===== config.mk =====
export PLATFORM = sky130hd
export DESIGN_NAME = next_fit_id_allocator_top
export DESIGN_NICKNAME = d
export VERILOG_FILES = /design/src/hdl/nfa_pkg.sv /design/src/hdl/next_fit_id_allocator_top.sv /design/src/hdl/nfa_map_mem.sv /design/src/hdl/nfa_word_scan.sv
export VERILOG_INCLUDE_DIRS = /design/src /design/src/hdl
export SDC_FILE = /design/constraint.sdc
export NUM_CORES = 1
export LEC_CHECK = 0
export BUFFER_PORTS_ARGS = -buffer_cell sky130_fd_sc_hd__buf_4
export CELL_PAD_IN_SITES_DETAIL_PLACEMENT = 0
export CELL_PAD_IN_SITES_GLOBAL_PLACEMENT = 1
export CORE_UTILIZATION = 45
export CTS_CLUSTER_SIZE = 14
export DETAILED_ROUTE_END_ITERATION = 10
export GPL_TIMING_DRIVEN = 1
export PLACE_DENSITY_LB_ADDON = 0.1
export SYNTH_ARGS = -nofsm -noshare
export SYNTH_HDL_FRONTEND = slang
export SYNTH_SLANG_ARGS = --single-unit

===== constraint.sdc =====
create_clock -name clock -period 7.05 [get_ports clock]
set_clock_uncertainty 0.1 [all_clocks]
set_input_delay 0.3525 -clock clock [delete_from_list [all_inputs] [get_ports clock]]
set_output_delay 0.3525 -clock clock [all_outputs]
set_load 0.01 [all_outputs]

===== src/hdl/next_fit_id_allocator_top_macros.svh =====
// Assertion macros for the next-fit identifier allocator.
// Included by the RTL files that carry concurrent checks; no other dependencies.
`ifndef NEXT_FIT_ID_ALLOCATOR_TOP_MACROS_SVH
`define NEXT_FIT_ID_ALLOCATOR_TOP_MACROS_SVH

`ifndef SYNTH
`define NFA_ASSERT_IMPL(lbl, clk, rst, ante, cons) \
   lbl: assert property (@(posedge clk) disable iff (rst) (ante) |-> (cons)) \
      else $error("nfa implication check failed");
`define NFA_ASSERT_ALWAYS(lbl, clk, rst, cond) \
   lbl: assert property (@(posedge clk) disable iff (rst) (cond)) \
      else $error("nfa invariant check failed");
`else
`define NFA_ASSERT_IMPL(lbl, clk, rst, ante, cons)
`define NFA_ASSERT_ALWAYS(lbl, clk, rst, cond)
`endif

`endif


===== src/hdl/nfa_pkg.sv =====
// Shared types and constants of the next-fit identifier allocator.
// No dependencies; imported by every module of the block.
package nfa_pkg;

   localparam int ID_W     = 8;
   localparam int WORD_W   = 32;
   localparam int OFF_W    = 5;
   localparam int MAX_POOL = 1 << ID_W;

   localparam logic REQ_ALLOC   = 1'b0;
   localparam logic REQ_RELEASE = 1'b1;

   localparam logic [1:0] ST_ALLOCATED = 2'd0;
   localparam logic [1:0] ST_FULL      = 2'd1;
   localparam logic [1:0] ST_RELEASED  = 2'd2;
   localparam logic [1:0] ST_NOT_USED  = 2'd3;

   typedef struct packed {
      logic            req_type;
      logic [ID_W-1:0] release_id;
   } nfa_req_type;

   typedef struct packed {
      logic [ID_W-1:0] granted_id;
      logic [1:0]      status;
   } nfa_rsp_type;

   typedef struct packed {
      logic             found;
      logic [OFF_W-1:0] pos;
   } nfa_scan_type;

endpackage


===== src/hdl/next_fit_id_allocator_top.sv =====
// Next-fit identifier allocator: hands out nonzero ids from a pool of
// min(ID_COUNT, 256) and takes them back, one transaction at a time. The used
// map sits in a bitmap memory of 32-bit rows with a single read port; an
// allocate reads one row per cycle, starting at the row of the next pointer and
// wrapping, and stops at the first row with a free id or, when there is none,
// after it has visited every row and the start row again. A release of id zero
// or of an id outside the pool does not read the map. A finished result is held
// in the output register while the next transaction is taken. The bitmap needs
// no clearing pass after reset.
`include "next_fit_id_allocator_top_macros.svh"

module next_fit_id_allocator_top import nfa_pkg::*; #(
   parameter int ID_COUNT = 256
) (
   input  logic        clock,
   input  logic        reset,
   input  logic        req_valid,
   output logic        req_stall,
   input  nfa_req_type req_data,
   output logic        rsp_valid,
   input  logic        rsp_stall,
   output nfa_rsp_type rsp_data
);

   localparam int POOL_SIZE = (ID_COUNT < MAX_POOL) ? ID_COUNT : MAX_POOL;
   localparam int MAP_WORDS = (POOL_SIZE + WORD_W - 1) / WORD_W;
   localparam int WORD_AW   = (MAP_WORDS > 1) ? $clog2(MAP_WORDS) : 1;
   localparam int STEP_W    = $clog2(MAP_WORDS + 1);

   localparam logic [ID_W:0]      POOL_W    = (ID_W+1)'(POOL_SIZE);
   localparam logic [WORD_AW-1:0] LAST_ADDR = WORD_AW'(MAP_WORDS - 1);
   localparam logic [STEP_W-1:0]  LAST_STEP = STEP_W'(MAP_WORDS);

   localparam logic [1:0] S_IDLE = 2'd0;
   localparam logic [1:0] S_SCAN = 2'd1;
   localparam logic [1:0] S_REL  = 2'd2;
   localparam logic [1:0] S_DONE = 2'd3;

   logic [1:0]         state_ff, state_in;
   logic [STEP_W-1:0]  step_ff, step_in;
   logic [WORD_AW-1:0] addr_ff, addr_in;
   logic [OFF_W-1:0]   off_ff, off_in;
   logic [ID_W-1:0]    next_probe_ff, next_probe_in;
   nfa_rsp_type        res_ff, res_in;
   logic               rsp_valid_ff, rsp_valid_in;
   nfa_rsp_type        rsp_data_ff, rsp_data_in;

   logic               rd_en;
   logic [WORD_AW-1:0] rd_addr;
   logic [WORD_W-1:0]  rd_data;
   logic               wr_en;
   logic [WORD_AW-1:0] wr_addr;
   logic [WORD_W-1:0]  wr_data;

   logic               accept;
   logic               rel_ok;
   logic [WORD_AW-1:0] probe_word;
   logic [WORD_AW-1:0] rel_word;
   logic [WORD_AW-1:0] addr_next;
   logic [ID_W-1:0]    granted;
   logic [ID_W:0]      grant_inc;
   nfa_scan_type       scan_res;

   nfa_map_mem #(
      .WORDS (MAP_WORDS),
      .AW    (WORD_AW)
   ) u_map (
      .clock   (clock),
      .reset   (reset),
      .rd_en   (rd_en),
      .rd_addr (rd_addr),
      .rd_data (rd_data),
      .wr_en   (wr_en),
      .wr_addr (wr_addr),
      .wr_data (wr_data)
   );

   nfa_word_scan #(
      .POOL_SIZE (POOL_SIZE),
      .AW        (WORD_AW)
   ) u_scan (
      .word     (rd_data),
      .addr     (addr_ff),
      .first    (step_ff == '0),
      .last     (step_ff == LAST_STEP),
      .off      (off_ff),
      .scan_res (scan_res)
   );

   assign req_stall  = (state_ff != S_IDLE);
   assign accept     = req_valid && !req_stall;
   assign probe_word = WORD_AW'(next_probe_ff >> OFF_W);
   assign rel_word   = WORD_AW'(req_data.release_id >> OFF_W);
   assign rel_ok     = (req_data.release_id != '0) && ({1'b0, req_data.release_id} < POOL_W);
   assign addr_next  = (addr_ff == LAST_ADDR) ? '0 : addr_ff + 1'b1;
   assign granted    = (ID_W'(addr_ff) << OFF_W) | ID_W'(scan_res.pos);
   assign grant_inc  = {1'b0, granted} + (ID_W+1)'(1);

   always_comb begin
      state_in      = state_ff;
      step_in       = step_ff;
      addr_in       = addr_ff;
      off_in        = off_ff;
      next_probe_in = next_probe_ff;
      res_in        = res_ff;
      rsp_data_in   = rsp_data_ff;
      rsp_valid_in  = rsp_valid_ff;
      rd_en         = 1'b0;
      rd_addr       = addr_ff;
      wr_en         = 1'b0;
      wr_addr       = addr_ff;
      wr_data       = rd_data;

      if (rsp_valid_ff && !rsp_stall) begin
         rsp_valid_in = 1'b0;
      end

      // the map is only written in the cycle that ends a transaction and read
      // again no earlier than the next acceptance, so no forwarding is needed
      case (state_ff)
         S_IDLE: begin
            if (accept) begin
               if (req_data.req_type == REQ_ALLOC) begin
                  rd_en    = 1'b1;
                  rd_addr  = probe_word;
                  addr_in  = probe_word;
                  step_in  = '0;
                  off_in   = next_probe_ff[OFF_W-1:0];
                  state_in = S_SCAN;
               end else if (rel_ok) begin
                  rd_en    = 1'b1;
                  rd_addr  = rel_word;
                  addr_in  = rel_word;
                  off_in   = req_data.release_id[OFF_W-1:0];
                  state_in = S_REL;
               end else begin
                  res_in   = '{granted_id: '0, status: ST_NOT_USED};
                  state_in = S_DONE;
               end
            end
         end
         S_SCAN: begin
            if (scan_res.found) begin
               wr_en         = 1'b1;
               wr_data       = rd_data | (WORD_W'(1) << scan_res.pos);
               res_in        = '{granted_id: granted, status: ST_ALLOCATED};
               next_probe_in = (grant_inc == POOL_W) ? '0 : grant_inc[ID_W-1:0];
               state_in      = S_DONE;
            end else if (step_ff == LAST_STEP) begin
               res_in   = '{granted_id: '0, status: ST_FULL};
               state_in = S_DONE;
            end else begin
               rd_en   = 1'b1;
               rd_addr = addr_next;
               addr_in = addr_next;
               step_in = step_ff + 1'b1;
            end
         end
         S_REL: begin
            if (rd_data[off_ff]) begin
               wr_en   = 1'b1;
               wr_data = rd_data & ~(WORD_W'(1) << off_ff);
               res_in  = '{granted_id: '0, status: ST_RELEASED};
            end else begin
               res_in  = '{granted_id: '0, status: ST_NOT_USED};
            end
            state_in = S_DONE;
         end
         S_DONE: begin
            if (!rsp_valid_ff || !rsp_stall) begin
               rsp_valid_in = 1'b1;
               rsp_data_in  = res_ff;
               state_in     = S_IDLE;
            end
         end
         default: begin
            state_in = S_IDLE;
         end
      endcase
   end

   always_ff @(posedge clock) begin
      if (reset) begin
         state_ff      <= S_IDLE;
         next_probe_ff <= ID_W'(1);
         rsp_valid_ff  <= 1'b0;
      end else begin
         state_ff      <= state_in;
         next_probe_ff <= next_probe_in;
         rsp_valid_ff  <= rsp_valid_in;
      end
   end

   always_ff @(posedge clock) begin
      step_ff     <= step_in;
      addr_ff     <= addr_in;
      off_ff      <= off_in;
      res_ff      <= res_in;
      rsp_data_ff <= rsp_data_in;
   end

   assign rsp_valid = rsp_valid_ff;
   assign rsp_data  = rsp_data_ff;

   `NFA_ASSERT_IMPL(a_grant_in_pool, clock, reset,
      rsp_valid_ff && (rsp_data_ff.status == ST_ALLOCATED),
      (rsp_data_ff.granted_id != '0) && (rsp_data_ff.granted_id < POOL_W))
   `NFA_ASSERT_IMPL(a_no_id_without_grant, clock, reset,
      rsp_valid_ff && (rsp_data_ff.status != ST_ALLOCATED),
      rsp_data_ff.granted_id == '0)
   `NFA_ASSERT_ALWAYS(a_probe_in_pool, clock, reset, next_probe_ff < POOL_W)
   `NFA_ASSERT_IMPL(a_grant_was_free, clock, reset,
      (state_ff == S_SCAN) && scan_res.found, !rd_data[scan_res.pos])
   `NFA_ASSERT_IMPL(a_no_rw_overlap, clock, reset, rd_en && wr_en, rd_addr != wr_addr)

endmodule


===== src/hdl/nfa_map_mem.sv =====
// Used-identifier bitmap: one 32-bit word per row, registered read.
// Depends on nfa_pkg. Per-row valid bits make unwritten rows read as all free.
module nfa_map_mem import nfa_pkg::*; #(
   parameter int WORDS = 8,
   parameter int AW    = 3
) (
   input  logic              clock,
   input  logic              reset,
   input  logic              rd_en,
   input  logic [AW-1:0]     rd_addr,
   output logic [WORD_W-1:0] rd_data,
   input  logic              wr_en,
   input  logic [AW-1:0]     wr_addr,
   input  logic [WORD_W-1:0] wr_data
);

   logic [WORD_W-1:0] map_ff [WORDS];
   logic [WORDS-1:0]  vld_ff;
   logic [WORD_W-1:0] data_ff;
   logic              hit_ff;

   always_ff @(posedge clock) begin
      if (wr_en) begin
         map_ff[wr_addr] <= wr_data;
      end
      if (rd_en) begin
         data_ff <= map_ff[rd_addr];
      end
   end

   always_ff @(posedge clock) begin
      if (reset) begin
         vld_ff <= '0;
         hit_ff <= 1'b0;
      end else begin
         if (wr_en) begin
            vld_ff[wr_addr] <= 1'b1;
         end
         if (rd_en) begin
            hit_ff <= vld_ff[rd_addr];
         end
      end
   end

   assign rd_data = hit_ff ? data_ff : '0;

endmodule


===== src/hdl/nfa_word_scan.sv =====
// Evaluates one bitmap word of a next-fit search: masks and lowest free bit.
// Depends on nfa_pkg.
module nfa_word_scan import nfa_pkg::*; #(
   parameter int POOL_SIZE = 256,
   parameter int AW        = 3
) (
   input  logic [WORD_W-1:0] word,
   input  logic [AW-1:0]     addr,
   input  logic              first,
   input  logic              last,
   input  logic [OFF_W-1:0]  off,
   output nfa_scan_type      scan_res
);

   localparam logic [ID_W:0] POOL_W = (ID_W+1)'(POOL_SIZE);

   logic [WORD_W-1:0] free;
   logic [ID_W:0]     id9;

   // first word of a search looks at and above the start bit, the wrap
   // visit of the same word only below it; id 0 and ids past the pool never count
   always_comb begin
      free     = '0;
      scan_res = '0;
      id9      = '0;
      for (int b = 0; b < WORD_W; b++) begin
         id9     = ((ID_W+1)'(addr) << OFF_W) | (ID_W+1)'(b);
         free[b] = !word[b] && (id9 != '0) && (id9 < POOL_W)
                   && (!first || (OFF_W'(b) >= off))
                   && (!last || (OFF_W'(b) < off));
      end
      for (int b = WORD_W - 1; b >= 0; b--) begin
         if (free[b]) begin
            scan_res.found = 1'b1;
            scan_res.pos   = OFF_W'(b);
         end
      end
   end

endmodule


[Yosys cells after proc, flatten, opt, wreduce, memory -nomap -nowiden]
Memory sizes are Yosys's and may differ from the RTL's. A register that Yosys moved wholly into a read port is not among the register bits.
Index checks and enable logic that the tools add are counted.
Cells by class
  equality and inequality tests: 15
  muxes and demuxes: 85
  shifts and indexed selects: 2
  reduce and logical (&&, ||, !) cells: 215
  magnitude comparators: 100
  add/sub/neg operators: 3
  bitwise operators: 5
Operators with widths (number)
  8-bit by 9-bit < comparator with 1-bit output, second input constant: 32
  6-bit 2-to-1 mux: 32
  1-bit logical AND: 100
  32-bit 2-to-1 mux: 3
  5-bit greater-or-equal comparator, first input constant: 16
  5-bit < comparator, first input constant: 16
  1-bit logical OR: 65
  32-bit case mux with 2 select lines: 1
  1-bit by 5-bit << shifter with 32-bit output, first input constant: 2
  10-bit 2-to-1 mux: 5
  4-bit by 5-bit greater-or-equal comparator with 1-bit output, first input constant: 8
  4-bit by 5-bit < comparator with 1-bit output, first input constant: 8
  1-bit zero test: 37
  32-bit AND: 1
  32-bit NOT: 1
  32-bit bitwise OR: 1
  10-bit case mux with 3 select lines: 1
  3-bit by 5-bit greater-or-equal comparator with 1-bit output, first input constant: 4
  3-bit by 5-bit < comparator with 1-bit output, first input constant: 4
  3-bit 2-to-1 mux: 6
  1-bit 2-to-1 mux: 17
  4-bit 2-to-1 mux: 4
  2-bit != test, second input constant: 7
  1-bit by 5-bit greater-or-equal comparator with 1-bit output, first input constant: 2
  37 further kinds: 52
Word-level totals
  output and inout port bits: 12
  logic and storage cells: 438
  memories: 1
  bits in writable memories: 256
  register bits after elaboration: 52
Memory list
  u_map.map_ff: words 8, bits a word 32, rd ports 1, clocked after memory_dff 1, write ports 1, RTL line nfa_map_mem.sv:17  | logic [WORD_W-1:0] map_ff [WORDS];

[Logic depth before layout (Yosys ltp)]
Gate-level depths: netlist of the first run.
  depth in word-level cells: 41
  mapped depth: 18

[Modules after synthesis]
Synthesis of the first run repeated with hierarchy kept, for this count alone.
Second synthesis, totals
  cell total of the unflattened synthesis: 1127
  area, all modules: 16323.2 µm²
Modules (own cells, without submodules)
  nfa_map_mem: cells each 478, area an instance 11297.1 µm², times used 1
  next_fit_id_allocator_top: cells each 376, area an instance 3253.1 µm², times used 1
  nfa_word_scan: cells each 273, area an instance 1773.0 µm², times used 1

[Worst setup path after synthesis of the first run]
No wires, ideal clock.
  kind: reg2reg
  start: reg step_ff[0]
  end: mem u_map.map_ff[0][0], enable pin
  period minus slack after synthesis: 5453 ps
  setup time: 463 ps
  data required time: 6487 ps
  cell stages (with the launch flop): 14
  path slack: 1597 ps
  path buffers: 2
  data arrival time: 4890 ps
  cells stage by stage: edfxtp_1 inv_1 ha_1 nand2b_1 clkbuf_1 clkbuf_1 nor3_1 a211oi_1 nor3b_1 and4bb_4 a21o_1 and2_1 or2_2 nor3_1
Between the ends
  word-level cells in the longest chain between the ends: 41
  elaborated cells on any way between the ends: 168
  those cells by class: 1 x eq/ne; 36 x mux; 131 x reduce/logical
RTL lines
  start: declaration: RTL line next_fit_id_allocator_top.sv:40  | logic [STEP_W-1:0] step_ff, step_in;
  start signal: assignment: RTL line next_fit_id_allocator_top.sv:195  | step_ff <= step_in;
  4-bit zero test: RTL line next_fit_id_allocator_top.sv:84  | .first (step_ff == '0),
  1-bit zero test: RTL line nfa_word_scan.sv:29  | && (!first || (OFF_W'(b) >= off))
  1-bit logical OR: RTL line nfa_word_scan.sv:29
  1-bit logical AND: RTL line nfa_word_scan.sv:29
  1-bit logical AND: RTL line nfa_word_scan.sv:30  | && (!last || (OFF_W'(b) < off));
  6-bit 2-to-1 mux (31 in series): RTL line nfa_word_scan.sv:33  | if (free[b]) begin
  6-bit 2-to-1 mux (*): RTL line nfa_word_scan.sv:33
  1-bit 2-to-1 mux (*): RTL line next_fit_id_allocator_top.sv:143  | if (scan_res.found) begin
  1-bit case mux with 2 select lines (*): RTL line next_fit_id_allocator_top.sv:120  | case (state_ff)
  1-bit 2-to-1 mux (*): RTL line nfa_map_mem.sv:23  | if (wr_en) begin
  1-bit 2-to-1 mux (implied by the code) (*): RTL line nfa_map_mem.sv:24  | map_ff[wr_addr] <= wr_data;
  end: declaration: RTL line nfa_map_mem.sv:17
Mark *: on every way between the ends. The rest lies on a longest branch, timed or not.

[Final worst setup path of the first run]
  start: reg off_ff[3]
  end: reg u_map.data_ff[30], read port of u_map.map_ff (data pin)
Between the ends
  word-level cells in the longest chain between the ends: 38
  elaborated cells on any way between the ends: 228
  those cells by class: 64 x order compare; 36 x mux; 128 x reduce/logical
RTL lines
  start: declaration: RTL line next_fit_id_allocator_top.sv:42  | logic [OFF_W-1:0] off_ff, off_in;
  start signal: assignment: RTL line next_fit_id_allocator_top.sv:197  | off_ff <= off_in;
  5-bit greater-or-equal comparator: RTL line nfa_word_scan.sv:29
  1-bit logical OR: RTL line nfa_word_scan.sv:29
  1-bit logical AND: RTL line nfa_word_scan.sv:29
  1-bit logical AND: RTL line nfa_word_scan.sv:30
  6-bit 2-to-1 mux (31 in series): RTL line nfa_word_scan.sv:33
  6-bit 2-to-1 mux (*): RTL line nfa_word_scan.sv:33
  3-bit 2-to-1 mux / 1-bit 2-to-1 mux (equally long branches)
  3-bit case mux with 2 select lines / 1-bit case mux with 2 select lines (equally long branches)
  end: declaration: RTL line nfa_map_mem.sv:19  | logic [WORD_W-1:0] data_ff;
Marks and branches as above.
A chain may end at the register's enable or synchronous reset.

==> parameters.txt, run 1 <==
Parameter                              Value

Floorplanning
  Chip width    194.4 um
  Core Footprint    36520 um2
  Ports    25
  Initial cell density of the core    0.4561
  Die height    194.4 um
  Number of rows in the core area    70
  Die Footprint    37790 um2

Setup path
  Max Fanout on Critical Path    60
  Start of the worst register-to-register path    off_ff[3]
  R2R depth    12
  CP Launch Type    flip-flop
  Required @ worst endpoint    7.25 ns
  Reg2Reg Setup Slack    1.55 ns
  Critical Path End Type    flip-flop
  Arrival time at the worst endpoint    5.70 ns
  Worst R2R End    u_map.data_ff[30]
  Crit Path Category    flip-flop to flip-flop
  CP startpoint    off_ff[3]

Drt
  DR iter-0 viols    938
  Vias    10650
  Number of nets with antenna violations after routing    0
  Detailed-routing iteration count for the pre-antenna-repair pass    6
  WL/cell    24.65 um
  Average via count per standard cell    5.999
  Number of remaining DRC errors    0
  Total wire length after detailed routing    43.76 mm

STA
  Slew @ Worst Pin    1.269 ns
  Fin Setup TNS    0 ns
  Share of the clock period used by the worst path after layout    0.7801
  Achievable Freq    181.8 MHz
  Worst slew margin    0.1541
  Finish-stage setup viols    0
  Final count of pins violating max slew    0
  Final worst hold slack    0.02363 ns
  Setup repair after global routing missed its margin    no
  Min Tclk post-route    5.500 ns
  Final Hold Fails    0

Min path
  Cells on Worst Hold Path    2
  Terminating pin of the worst hold path    off_ff[2]
  Worst hold path class    input pin to flip-flop
  Hold_sp    req_data[2]

Logic synthesis
  Commonest cells in the netlist    317 x sky130_fd_sc_hd__edfxtp_1, 195 x sky130_fd_sc_hd__mux2i_1, 95 x sky130_fd_sc_hd__nand2_1, 63 x sky130_fd_sc_hd__o21ai_0, 55 x sky130_fd_sc_hd__a21oi_1
  Number of enable flip-flop cells after synthesis    317
  Post-Syn Nets    1293
  Proportion of register bits with asynchronous set or reset after synthesis    0
  Cells taking the most area after synthesis    sky130_fd_sc_hd__edfxtp_1 57%, sky130_fd_sc_hd__mux2i_1 12%, sky130_fd_sc_hd__mux2_2 2.8%
  Number of unique standard cell types used by synthesis    77
  Cell area after synthesis    16660 um2
  Fraction of synthesized cell area taken by the top area cell type    0.5715
  Number of instances in the synthesized netlist    1264
  Post-Synthesis Mean Instance Area    13.18 um2
  Total of flip-flops plus latches after synthesis    340
  Most used flip-flop cell after synthesis    sky130_fd_sc_hd__edfxtp_1
  Dominant cell by count in the synthesized netlist    sky130_fd_sc_hd__edfxtp_1
  Synth area leader    sky130_fd_sc_hd__edfxtp_1
  Number of synthesis warnings    0
  Sequential fraction of the synthesis area    0.5991

Clocking
  Cell at the root of the clock tree    sky130_fd_sc_hd__clkbuf_16
  TritonCTS buffer count    37
  Clock tree from TritonCTS    done
  Clock transition at the register clock pins on the worst setup and hold paths after CTS    0.06 ns
  Clock latency on the worst-skew pair    0.57 ns
  Htree depth    2
  Maximum clock insertion buffer count    3
  Number of clock sinks    340

Global route
  First-pass GRT wire length    65.45 mm
  GRT Resource Usage Total    0.2332
  Final global-route overflow total    0
  Largest net degree at the start of global routing    61
  Via count of the first global-routing pass    10290
  Initial antenna violation count    0

Finish
  Post-layout net count    1308
  Diodes inserted    0
  Share of final-layout standard cells stronger than drive strength 1    0.1637
  Area growth from synthesis to layout    11.64%

Place
  HPWL after detailed placement    28.34 mm
  Routability congestion estimate    0.9891
  Port bufs    24

Power and ir drop
  Total leakage power    0.006506 uW
  VDD IR max    0.0002685 V
  Ratio of total power to cell area    420.1 nW/um2

Run status
  Outcome    complete, no violations

Job
  Reported max-cap violation count    0
==> sequential cells by signal, summed over array words and instances, names as in the netlist <==
| signal | count |
|---|---|
| u_map.map_ff | 256 |
| addr_ff | 3 |
| state_ff | 2 |
| next_probe_ff | 8 |
| u_map.data_ff | 32 |
| u_map.vld_ff | 8 |
| off_ff | 5 |
| res_ff | 10 |
| rsp_data | 10 |
| u_map.hit_ff | 1 |
| rsp_valid | 1 |
| step_ff | 4 |
==> critical path: stages (launching register included) <==
cell and delay (ns):
sky130_fd_sc_hd__edfxtp_1 0.75, sky130_fd_sc_hd__buf_4 0.38, sky130_fd_sc_hd__nor2_1 0.56, sky130_fd_sc_hd__o21ai_0 0.20, sky130_fd_sc_hd__a221o_1 0.41, sky130_fd_sc_hd__a22oi_1 0.42
sky130_fd_sc_hd__and4_1 0.49, sky130_fd_sc_hd__and3_1 0.37, sky130_fd_sc_hd__a311o_2 0.40, sky130_fd_sc_hd__buf_12 0.39, sky130_fd_sc_hd__mux2i_1 0.27, sky130_fd_sc_hd__mux2i_1 0.12
sky130_fd_sc_hd__mux2_2 0.29
==> where the power goes <==
| part | switching, uW | internal (uW) | total (uW) |
|---|---|---|---|
| registers | 255 | 2640 | 2900 |
| clock network | 797 | 1110 | 1910 |
| logic | 1790 | 1220 | 3010 |
| total | 2840 | 4970 | 7810 |
==> through the flow <==
stage | instance area (um2) | util | instances | setup WS (ns) | total power, uW
floorplan | 16660 | - | 1264 | 1.597 | 5067
global placement | 17370 | 0.4756 | 1706 | 1.686 | 5909
detailed placement | 17370 | 0.4756 | 1706 | 1.705 | 5921
finish | 18600 | 0.5091 | 1775 | 1.550 | 7811
global route | 18600 | 0.5091 | 1775 | 1.257 | 8184
CTS | 18600 | 0.5091 | 1775 | 1.710 | 7847
==> final cells by class <==
cell class,count,area (um2)
well taps,468,585.6
repair buffers,62,520.5
flip-flops and latches,340,9981
fillers,3182,17930
inverters,23,86.33
clock inverters,24,234.0
clock buffers,43,969.7
multi-input cells,815,6218
==> how the worst max path moves through the flow <==
stage | to | slack, ns
2_1_floorplan | u_map.map_ff[0][0] | 1.60
3_3_place_gp | u_map.data_ff[30] | 1.69
3_5_place_dp | u_map.data_ff[30] | 1.71
4_1_cts | u_map.data_ff[30] | 1.71
5_1_grt | u_map.map_ff[2][31] | 1.26
6_report | u_map.data_ff[30] | 1.55
==> kinds of logic (layout without fill, tap and decap cells) <==
kind of cell             after synthesis  in the layout  synth area share
AO/OA/AOI/OAI                        271            271            0.1111
flip-flops                           340            340            0.5991
XOR/XNOR                              21             21           0.01104
multiplexers                         245            245            0.1564
AND/OR/NAND/NOR                      262            262           0.07872
buffers and inverters                109            152           0.03162
adder cells (fa/ha/maj)               16             16           0.01202
==> layout by cell type (no fill, tap or decap), types with 7 or more instances in the layout <==
cell type and instances:
sky130_fd_sc_hd__edfxtp_1 317, sky130_fd_sc_hd__mux2i_1 195, sky130_fd_sc_hd__nand2_1 95, sky130_fd_sc_hd__o21ai_0 63, sky130_fd_sc_hd__buf_4 56, sky130_fd_sc_hd__a21oi_1 54, sky130_fd_sc_hd__mux2_2 42, sky130_fd_sc_hd__nor2_1 41
sky130_fd_sc_hd__clkbuf_16 38, sky130_fd_sc_hd__nand3_1 25, sky130_fd_sc_hd__and2_1 23, sky130_fd_sc_hd__inv_1 22, sky130_fd_sc_hd__dfxtp_1 22, sky130_fd_sc_hd__xnor2_1 20, sky130_fd_sc_hd__a211oi_1 18, sky130_fd_sc_hd__a31o_2 18
sky130_fd_sc_hd__ha_1 16, sky130_fd_sc_hd__a21o_1 14, sky130_fd_sc_hd__and3_1 9, sky130_fd_sc_hd__o211ai_1 9, sky130_fd_sc_hd__a31oi_1 9, sky130_fd_sc_hd__a22o_1 9, sky130_fd_sc_hd__o21ba_2 9, sky130_fd_sc_hd__nand2b_1 8
sky130_fd_sc_hd__mux4_2 8, sky130_fd_sc_hd__clkinv_1 8, sky130_fd_sc_hd__or3_1 7, sky130_fd_sc_hd__nand4_1 7, sky130_fd_sc_hd__o22ai_1 7
==> repair_timing <==
action | in CTS | in global routing
setup buffers | 0 | 0
setup endpoints to repair | 0 | 0
resized for setup | 0 | 0
hold endpoints to repair | 2 | 0
hold buffers | 2 | 0
==> per-layer routing <==
layer  track usage  routed length (um)
met5             0                   0
met4       0.07672                1160
met3       0.03592                2344
met2        0.3746               20380
met1        0.3243               19880
No activity file was read; power rests on OpenSTA's default activity.
==> run 2: changes to the inputs <==
==> constraint.sdc (replaced) <==
create_clock -name clock -period 4.5 [get_ports clock]
set_clock_uncertainty 0.1 [all_clocks]
set_input_delay 0.225 -clock clock [delete_from_list [all_inputs] [get_ports clock]]
set_output_delay 0.225 -clock clock [all_outputs]
set_load 0.01 [all_outputs]
==> parameters.txt, run 2 (same netlist as run 1, synthesis figures left out) <==
Parameter                              Value

STA
  Share of the clock period used by the worst path after layout    0.9532 (+0.1731)
  Final count of pins violating max slew    0 (unchanged)
  PnR worst setup slack    0.2108 ns (-1.340 ns)
  Achievable Freq    233.1 MHz (+28%)
  Finish-stage setup viols    0 (unchanged)
  Fin Setup TNS    0 ns (unchanged)
  Final Hold Fails    0 (unchanged)
  Final worst hold slack    0.02176 ns (-0.001865 ns)
  Min Tclk post-route    4.289 ns (-1.210 ns)
  Setup repair after global routing missed its margin    no
  Worst slew margin    0.5049 (+0.3509)
  Slew @ Worst Pin    0.7426 ns (-0.5263 ns)

Floorplanning
  Core Footprint    36520 um2 (unchanged)
  Ports    25 (unchanged)
  Die height    194.4 um (unchanged)
  Chip width    194.4 um (unchanged)
  Die Footprint    37790 um2 (unchanged)
  Number of rows in the core area    70 (unchanged)
  Initial cell density of the core    0.4561 (unchanged)

Place
  Port bufs    24 (unchanged)
  Routability congestion estimate    0.9581 (-3.1%)
  Post-placement worst setup slack    0.1106 ns (-1.594 ns)
  Placed Area    18360 um2 (+5.7%)
  HPWL after detailed placement    29.40 mm (+3.7%)

Clocking
  Htree depth    2 (unchanged)
  Clock tree from TritonCTS    done
  TritonCTS buffer count    37 (unchanged)
  Clock latency on the worst-skew pair    0.55 ns (-0.02 ns)
  Clock transition at the register clock pins on the worst setup and hold paths after CTS    0.06 ns (about the same)
  Number of clock sinks    340 (unchanged)
  Cell at the root of the clock tree    sky130_fd_sc_hd__clkbuf_16
  Maximum clock insertion buffer count    3 (unchanged)

Setup path
  CP Launch Type    flip-flop
  Crit-path leading delay family    simple AND/OR/NAND/NOR gates
  Crit path depth    14 (+2)
  Cells along the critical path    inv_1 -> ha_2 -> or3b_4 -> or4_4 -> and3_4 -> and4bb_1 -> and4bb_4 -> a31oi_1 -> a311o_2 -> buf_12 -> buf_16 -> mux2i_1 -> mux2i_1 -> mux2_2
  R2R depth    14 (+2)
  Total buffers and inverters traversed by the critical path    3 (+1)
  Reg2Reg Setup Slack    0.21 ns (-1.34 ns)
  Start of the worst register-to-register path    step_ff[0]
  Worst R2R End    u_map.data_ff[2]
  Critical Path End Type    flip-flop
  Delay of the slowest critical-path stage    0.55 ns (-0.20 ns)
  End point of the critical path    u_map.data_ff[2]
  Required @ worst endpoint    4.69 ns (-2.56 ns)
  Most repeated library cell on the critical path    sky130_fd_sc_hd__mux2i_1
  Crit Path Category    flip-flop to flip-flop
  CP startpoint    step_ff[0]
  Max Fanout on Critical Path    20 (-67%)
  Slowest stage cell on the critical path    sky130_fd_sc_hd__or4_4
  Arrival time at the worst endpoint    4.47 ns (-1.23 ns)

Global route
  Met1 track utilization from global routing    0.3231 (-0.001265)
  First-pass GRT wire length    66.64 mm (+1.8%)
  Most heavily used metal layer in global routing    met2
  Met3 track demand over resource    0.04581 (+0.009891)
  Via count of the first global-routing pass    10970 (+6.6%)
  GRT Resource Usage Total    0.2362 (+0.003035)
  GR Util met2    0.3738 (-0.0007994)
  Largest net degree at the start of global routing    45 (-26%)
  Final global-route overflow total    0 (unchanged)
  Initial antenna violation count    0 (unchanged)

Min path
  Worst hold path class    input pin to flip-flop
  Cells on Worst Hold Path    2 (unchanged)
  Hold_sp    req_data[8]

Drt
  Total wire length after detailed routing    43.84 mm (+0.17%)
  Number of nets with antenna violations after routing    0 (unchanged)
  Average via count per standard cell    5.839 (-2.7%)
  Detailed-routing iteration count for the pre-antenna-repair pass    5 (-1)
  Number of remaining DRC errors    0 (unchanged)
  DR iter-0 viols    819 (-13%)
  WL/cell    23.35 um (-5.3%)
  Vias    10960 (+2.9%)

Finish
  Leading cell type in the layout, fill and taps excluded    sky130_fd_sc_hd__edfxtp_1
  Area growth from synthesis to layout    18.31%
  Largest registers in the final layout    u_map.map_ff (256), u_map.data_ff (32)
  Register with the highest flop count    u_map.map_ff
  Share of final-layout standard cells stronger than drive strength 1    0.2193 (+0.05557)
  Number of flip-flops under the largest register name    256 (unchanged)
  Final design instance area without fill    19710 um2 (+6.0%)
  Post-layout net count    1410 (+7.8%)
  Most frequent cells in the layout    317 x sky130_fd_sc_hd__edfxtp_1, 195 x sky130_fd_sc_hd__mux2i_1, 128 x sky130_fd_sc_hd__buf_4
  Diodes inserted    0 (unchanged)

Power and ir drop
  VDD IR max    0.0003778 V (+41%)
  Total leakage power    0.007097 uW (+9.1%)
  Ratio of total power to cell area    654.7 nW/um2 (+56%)
  Total power consumption of the routed design    12900 uW (+65%)

Run status
  Outcome    complete, no violations

Job
  Reported max-cap violation count    0 (unchanged)
==> run 2: where the power goes <==
part           switching (uW)  internal [uW]  leakage [uW]
clock network            1190           1760      0.000570
registers                 312           4140       0.00313
logic                    3030           2480       0.00340
==> run 2: repair_timing <==
item,4_1_cts,5_1_grt
hold buffers,8,0
resized for setup,0,9
hold endpoints to repair,15,0
endpoints found under the setup margin,0,114
setup buffers,0,3
==> run 2: worst min path at each step <==
| stage | end | slack, ns |
|---|---|---|
| CTS | off_ff[1] | 0.001 |
| finish | off_ff[2] | 0.02 |
| floorplan | next_probe_ff[1] | 0.23 |
| global route | off_ff[4] | 0.03 |
| global placement | rsp_data[1] | 0.30 |
| detailed placement | rsp_data[9] | 0.30 |
==> run 2: final cells by class <==
cell class	count	area [um2]
clock buffers	49	1013
repair buffers	164	1614
well taps	468	585.6
flip-flops and latches	340	9981
clock inverters	18	163.9
multi-input cells	815	6262
inverters	23	86.33
fillers	3049	16820
==> run 2: per-layer routing <==
| layer | wire, um | vias up |
|---|---|---|
| li1 | - | 5125 |
| met1 | 20100 | 5417 |
| met2 | 19980 | 338 |
| met3 | 2379 | 79 |
| met4 | 1383 | 0 |
| met5 | 0 | - |
==> run 2: worst reg2reg max path, cell delays in order (launching register included) <==
cell                       delay (ns)
sky130_fd_sc_hd__edfxtp_1        0.42
sky130_fd_sc_hd__inv_1           0.09
sky130_fd_sc_hd__ha_2            0.25
sky130_fd_sc_hd__or3b_4          0.44
sky130_fd_sc_hd__or4_4           0.55
sky130_fd_sc_hd__and3_4          0.20
sky130_fd_sc_hd__and4bb_1        0.29
sky130_fd_sc_hd__and4bb_4        0.28
sky130_fd_sc_hd__a31oi_1         0.09
sky130_fd_sc_hd__a311o_2         0.40
sky130_fd_sc_hd__buf_12          0.18
sky130_fd_sc_hd__buf_16          0.19
sky130_fd_sc_hd__mux2i_1         0.17
sky130_fd_sc_hd__mux2i_1         0.10
sky130_fd_sc_hd__mux2_2          0.28
==> run 2: per-stage QoR <==
step                      instances    util
after global placement         1798  0.5026
after floorplan                1264       -
final                          1877  0.5396
after global routing           1877  0.5396
after detailed placement       1798  0.5026
after CTS                      1873  0.5371
==> run 3: changes to the inputs <==
--- a/config.mk
+++ b/config.mk
@@ -9,11 +9,13 @@
 export BUFFER_PORTS_ARGS = -buffer_cell sky130_fd_sc_hd__buf_4
 export CELL_PAD_IN_SITES_DETAIL_PLACEMENT = 0
 export CELL_PAD_IN_SITES_GLOBAL_PLACEMENT = 1
+export CORE_ASPECT_RATIO = 0.75
 export CORE_UTILIZATION = 45
 export CTS_CLUSTER_SIZE = 14
 export DETAILED_ROUTE_END_ITERATION = 10
 export GPL_TIMING_DRIVEN = 1
 export PLACE_DENSITY_LB_ADDON = 0.1
+export RECOVER_POWER = 100
 export SYNTH_ARGS = -nofsm -noshare
 export SYNTH_HDL_FRONTEND = slang
 export SYNTH_SLANG_ARGS = --single-unit
==> parameters.txt, run 3 (same netlist as run 1, synthesis figures left out) <==
Parameter                              Value

STA
  Final count of pins violating max slew    0 (unchanged)
  Achievable Freq    229.2 MHz (-1.7%)
  Slew @ Worst Pin    1.113 ns (+0.3701 ns)
  Min Tclk post-route    4.363 ns (+0.07362 ns)
  Worst slew margin    0.2582 (-0.2468)
  Finish-stage setup viols    0 (unchanged)
  Final worst hold slack    0.09706 ns (+0.07530 ns)
  Final Hold Fails    0 (unchanged)
  Share of the clock period used by the worst path after layout    0.9695 (+0.01636)
  Setup repair after global routing missed its margin    no

Drt
  DR iter-0 viols    1060 (+29%)
  Average via count per standard cell    5.819 (-0.33%)
  Number of nets with antenna violations after routing    0 (unchanged)
  Number of remaining DRC errors    0 (unchanged)
  Vias    11000 (+0.36%)
  Total wire length after detailed routing    46.13 mm (+5.2%)
  WL/cell    24.41 um (+4.5%)
  Detailed-routing iteration count for the pre-antenna-repair pass    6 (+1)

Setup path
  CP Launch Type    flip-flop
  Max Fanout on Critical Path    17 (-15%)
  Start of the worst register-to-register path    step_ff[0]
  R2R depth    14 (unchanged)
  Reg2Reg Setup Slack    0.14 ns (-0.07 ns)
  Worst R2R End    u_map.data_ff[5]
  Most repeated library cell on the critical path    sky130_fd_sc_hd__mux2i_1
  End point of the critical path    u_map.data_ff[5]
  Cells along the critical path    inv_1 -> ha_2 -> or3b_1 -> or4_4 -> and3_4 -> and4bb_1 -> and2_1 -> and3_1 -> a311o_2 -> buf_12 -> buf_8 -> mux2i_1 -> mux2i_1 -> mux2_2
  Slowest stage cell on the critical path    sky130_fd_sc_hd__or4_4
  Critical Path End Type    flip-flop
  Delay of the slowest critical-path stage    0.55 ns (about the same)
  Required @ worst endpoint    4.67 ns (-0.02 ns)
  Arrival time at the worst endpoint    4.54 ns (+0.07 ns)
  CP startpoint    step_ff[0]
  Crit Path Category    flip-flop to flip-flop

Power and ir drop
  Fraction of power spent switching nets    0.3650 (+0.01401)
  Ratio of total power to cell area    655.0 nW/um2 (about the same)
  VDD IR max    0.0003376 V (-11%)
  NetSw    4621 uW (+2.0%)
  Internal power consumption    8038 uW (-4.0%)
  Fraction of power consumed by sequential logic    0.357 (+0.012)
  Total power consumption of the routed design    12660 uW (-1.9%)
  Total leakage power    0.006858 uW (-3.4%)
  Part of the power in combinational logic    0.424 (-0.003)
  Power share of the clock group    0.220 (-0.008)

Finish
  Number of flip-flops under the largest register name    256 (unchanged)
  Share of final-layout standard cells stronger than drive strength 1    0.1836 (-0.03566)
  Number of fill cells in the layout    3116 (+2.2%)
  Post-layout net count    1398 (-0.85%)
  Area growth from synthesis to layout    16.03%
  Layout Utilization    0.5341 (-0.005439)
  Most frequent cells in the layout    317 x sky130_fd_sc_hd__edfxtp_1, 195 x sky130_fd_sc_hd__mux2i_1, 94 x sky130_fd_sc_hd__nand2_1
  Largest registers in the final layout    u_map.map_ff (256), u_map.data_ff (32)
  Register with the highest flop count    u_map.map_ff
  Diodes inserted    0 (unchanged)
  Leading cell type in the layout, fill and taps excluded    sky130_fd_sc_hd__edfxtp_1

Run status
  Outcome    complete, no violations

Floorplanning
  Chip width    224.2 um (+15%)
  Die Footprint    37800 um2 (about the same)
  Die height    168.6 um (-13%)
  Initial cell density of the core    0.4603 (+0.004258)
  Ports    25 (unchanged)
  Core Footprint    36180 um2 (-0.92%)
  Number of rows in the core area    60 (-14%)

Clocking
  Clock tree from TritonCTS    done
  Cell at the root of the clock tree    sky130_fd_sc_hd__clkbuf_16
  Maximum clock insertion buffer count    3 (unchanged)
  TritonCTS buffer count    35 (-5.4%)
  Clock latency on the worst-skew pair    0.53 ns (-0.02 ns)
  Htree depth    2 (unchanged)
  Number of clock sinks    340 (unchanged)
  Buffer count from post-CTS setup fixing    0 (unchanged)
  Clock transition at the register clock pins on the worst setup and hold paths after CTS    0.07 ns (about the same)

Global route
  Final global-route overflow total    0 (unchanged)
  GRT Resource Usage Total    0.2474 (+0.01121)
  Initial antenna violation count    0 (unchanged)
  Largest net degree at the start of global routing    37 (-18%)
  Via count of the first global-routing pass    10520 (-4.1%)
  First-pass GRT wire length    68.80 mm (+3.2%)

Min path
  Worst hold path class    input pin to flip-flop

Place
  Routability congestion estimate    0.9286 (-3.1%)
  HPWL after detailed placement    31.69 mm (+7.8%)
  Port bufs    24 (unchanged)

Job
  Reported max-cap violation count    0 (unchanged)
[run 3: cell types whose count changed in the layout (fill, tap and decap cells not counted), sizes merged]
cell,change
clkbuf,+31
clkinv,+4
bufinv,-2
inv,+2
buf,-50
[run 3: timing repair]
item | 4_1_cts | 5_1_grt
gates resized for setup | 0 | 12
hold buffers | 8 | 0
hold endpoints to repair | 15 | 0
setup endpoints to repair | 0 | 83
[run 3: per-layer routing]
layer  global-route usage  wire length [um]  vias up
met1               0.3967             23130     5487
met4              0.05271               722        0
met3              0.04131              3108       52
met5                    0                 0        -
met2               0.3473             19170      376
li1                     -                 -     5083
[run 3: power groups by stage]
| stage | clock network, uW | registers, uW | logic (uW) |
|---|---|---|---|
| 2_1_floorplan | 0 | 4340 | 3600 |
| 3_3_place_gp | 0 | 4560 | 5370 |
| 3_5_place_dp | 0 | 4570 | 5390 |
| 4_1_cts | 2860 | 4500 | 5430 |
| 5_1_grt | 2960 | 4540 | 5750 |
| 6_report | 2780 | 4510 | 5360 |
[run 3: how the worst min path moves through the flow]
stage                   start                to  slack [ns]  depth (start not counted)
global route        req_valid       state_ff[0]        0.07                          4
CTS                 req_valid       state_ff[0]        0.05                          4
floorplan               reset  next_probe_ff[1]        0.23                          1
detailed placement  res_ff[7]       rsp_data[7]        0.31                          0
finish              req_valid       state_ff[0]         0.1                          4
global placement    res_ff[9]       rsp_data[9]        0.30                          0
[run 3: final cells by class]
cell class / instances / area (um2) / share of cell area
multi-input combinational: 815 / 6255 / 0.3236
clock buffer: 40 / 937.1 / 0.04849
sequential: 340 / 9981 / 0.5164
inverter: 23 / 86.33 / 0.004467
tap: 496 / 620.6 / 0.03211
timing repair buffer: 154 / 1292 / 0.06687
clock inverter: 22 / 155.1 / 0.008027
[run 3: per-stage QoR]
| step | setup TNS, ns | worst slack, ns | cell area, um2 | cells |
|---|---|---|---|---|
| 2_1_floorplan | -6.925 | -0.07218 | 16670 | 1264 |
| 3_3_place_gp | 0 | 0.1012 | 18350 | 1820 |
| 3_5_place_dp | 0 | 0.04300 | 18350 | 1820 |
| 4_1_cts | 0 | 0.002201 | 19530 | 1890 |
| 5_1_grt | 0 | 0.003312 | 19330 | 1890 |
| 6_report | 0 | 0.1371 | 19330 | 1890 |
[run 3: worst max-delay path, delay by kind of cell, from the launching register on]
family,cells,cell delay (ns)
AND/OR/NAND/NOR,6,1.95
multiplexers,3,0.62
buffers and inverters,3,0.50
flip-flops,1,0.43
AO/OA/AOI/OAI,1,0.26
adder cells (fa/ha/maj),1,0.24
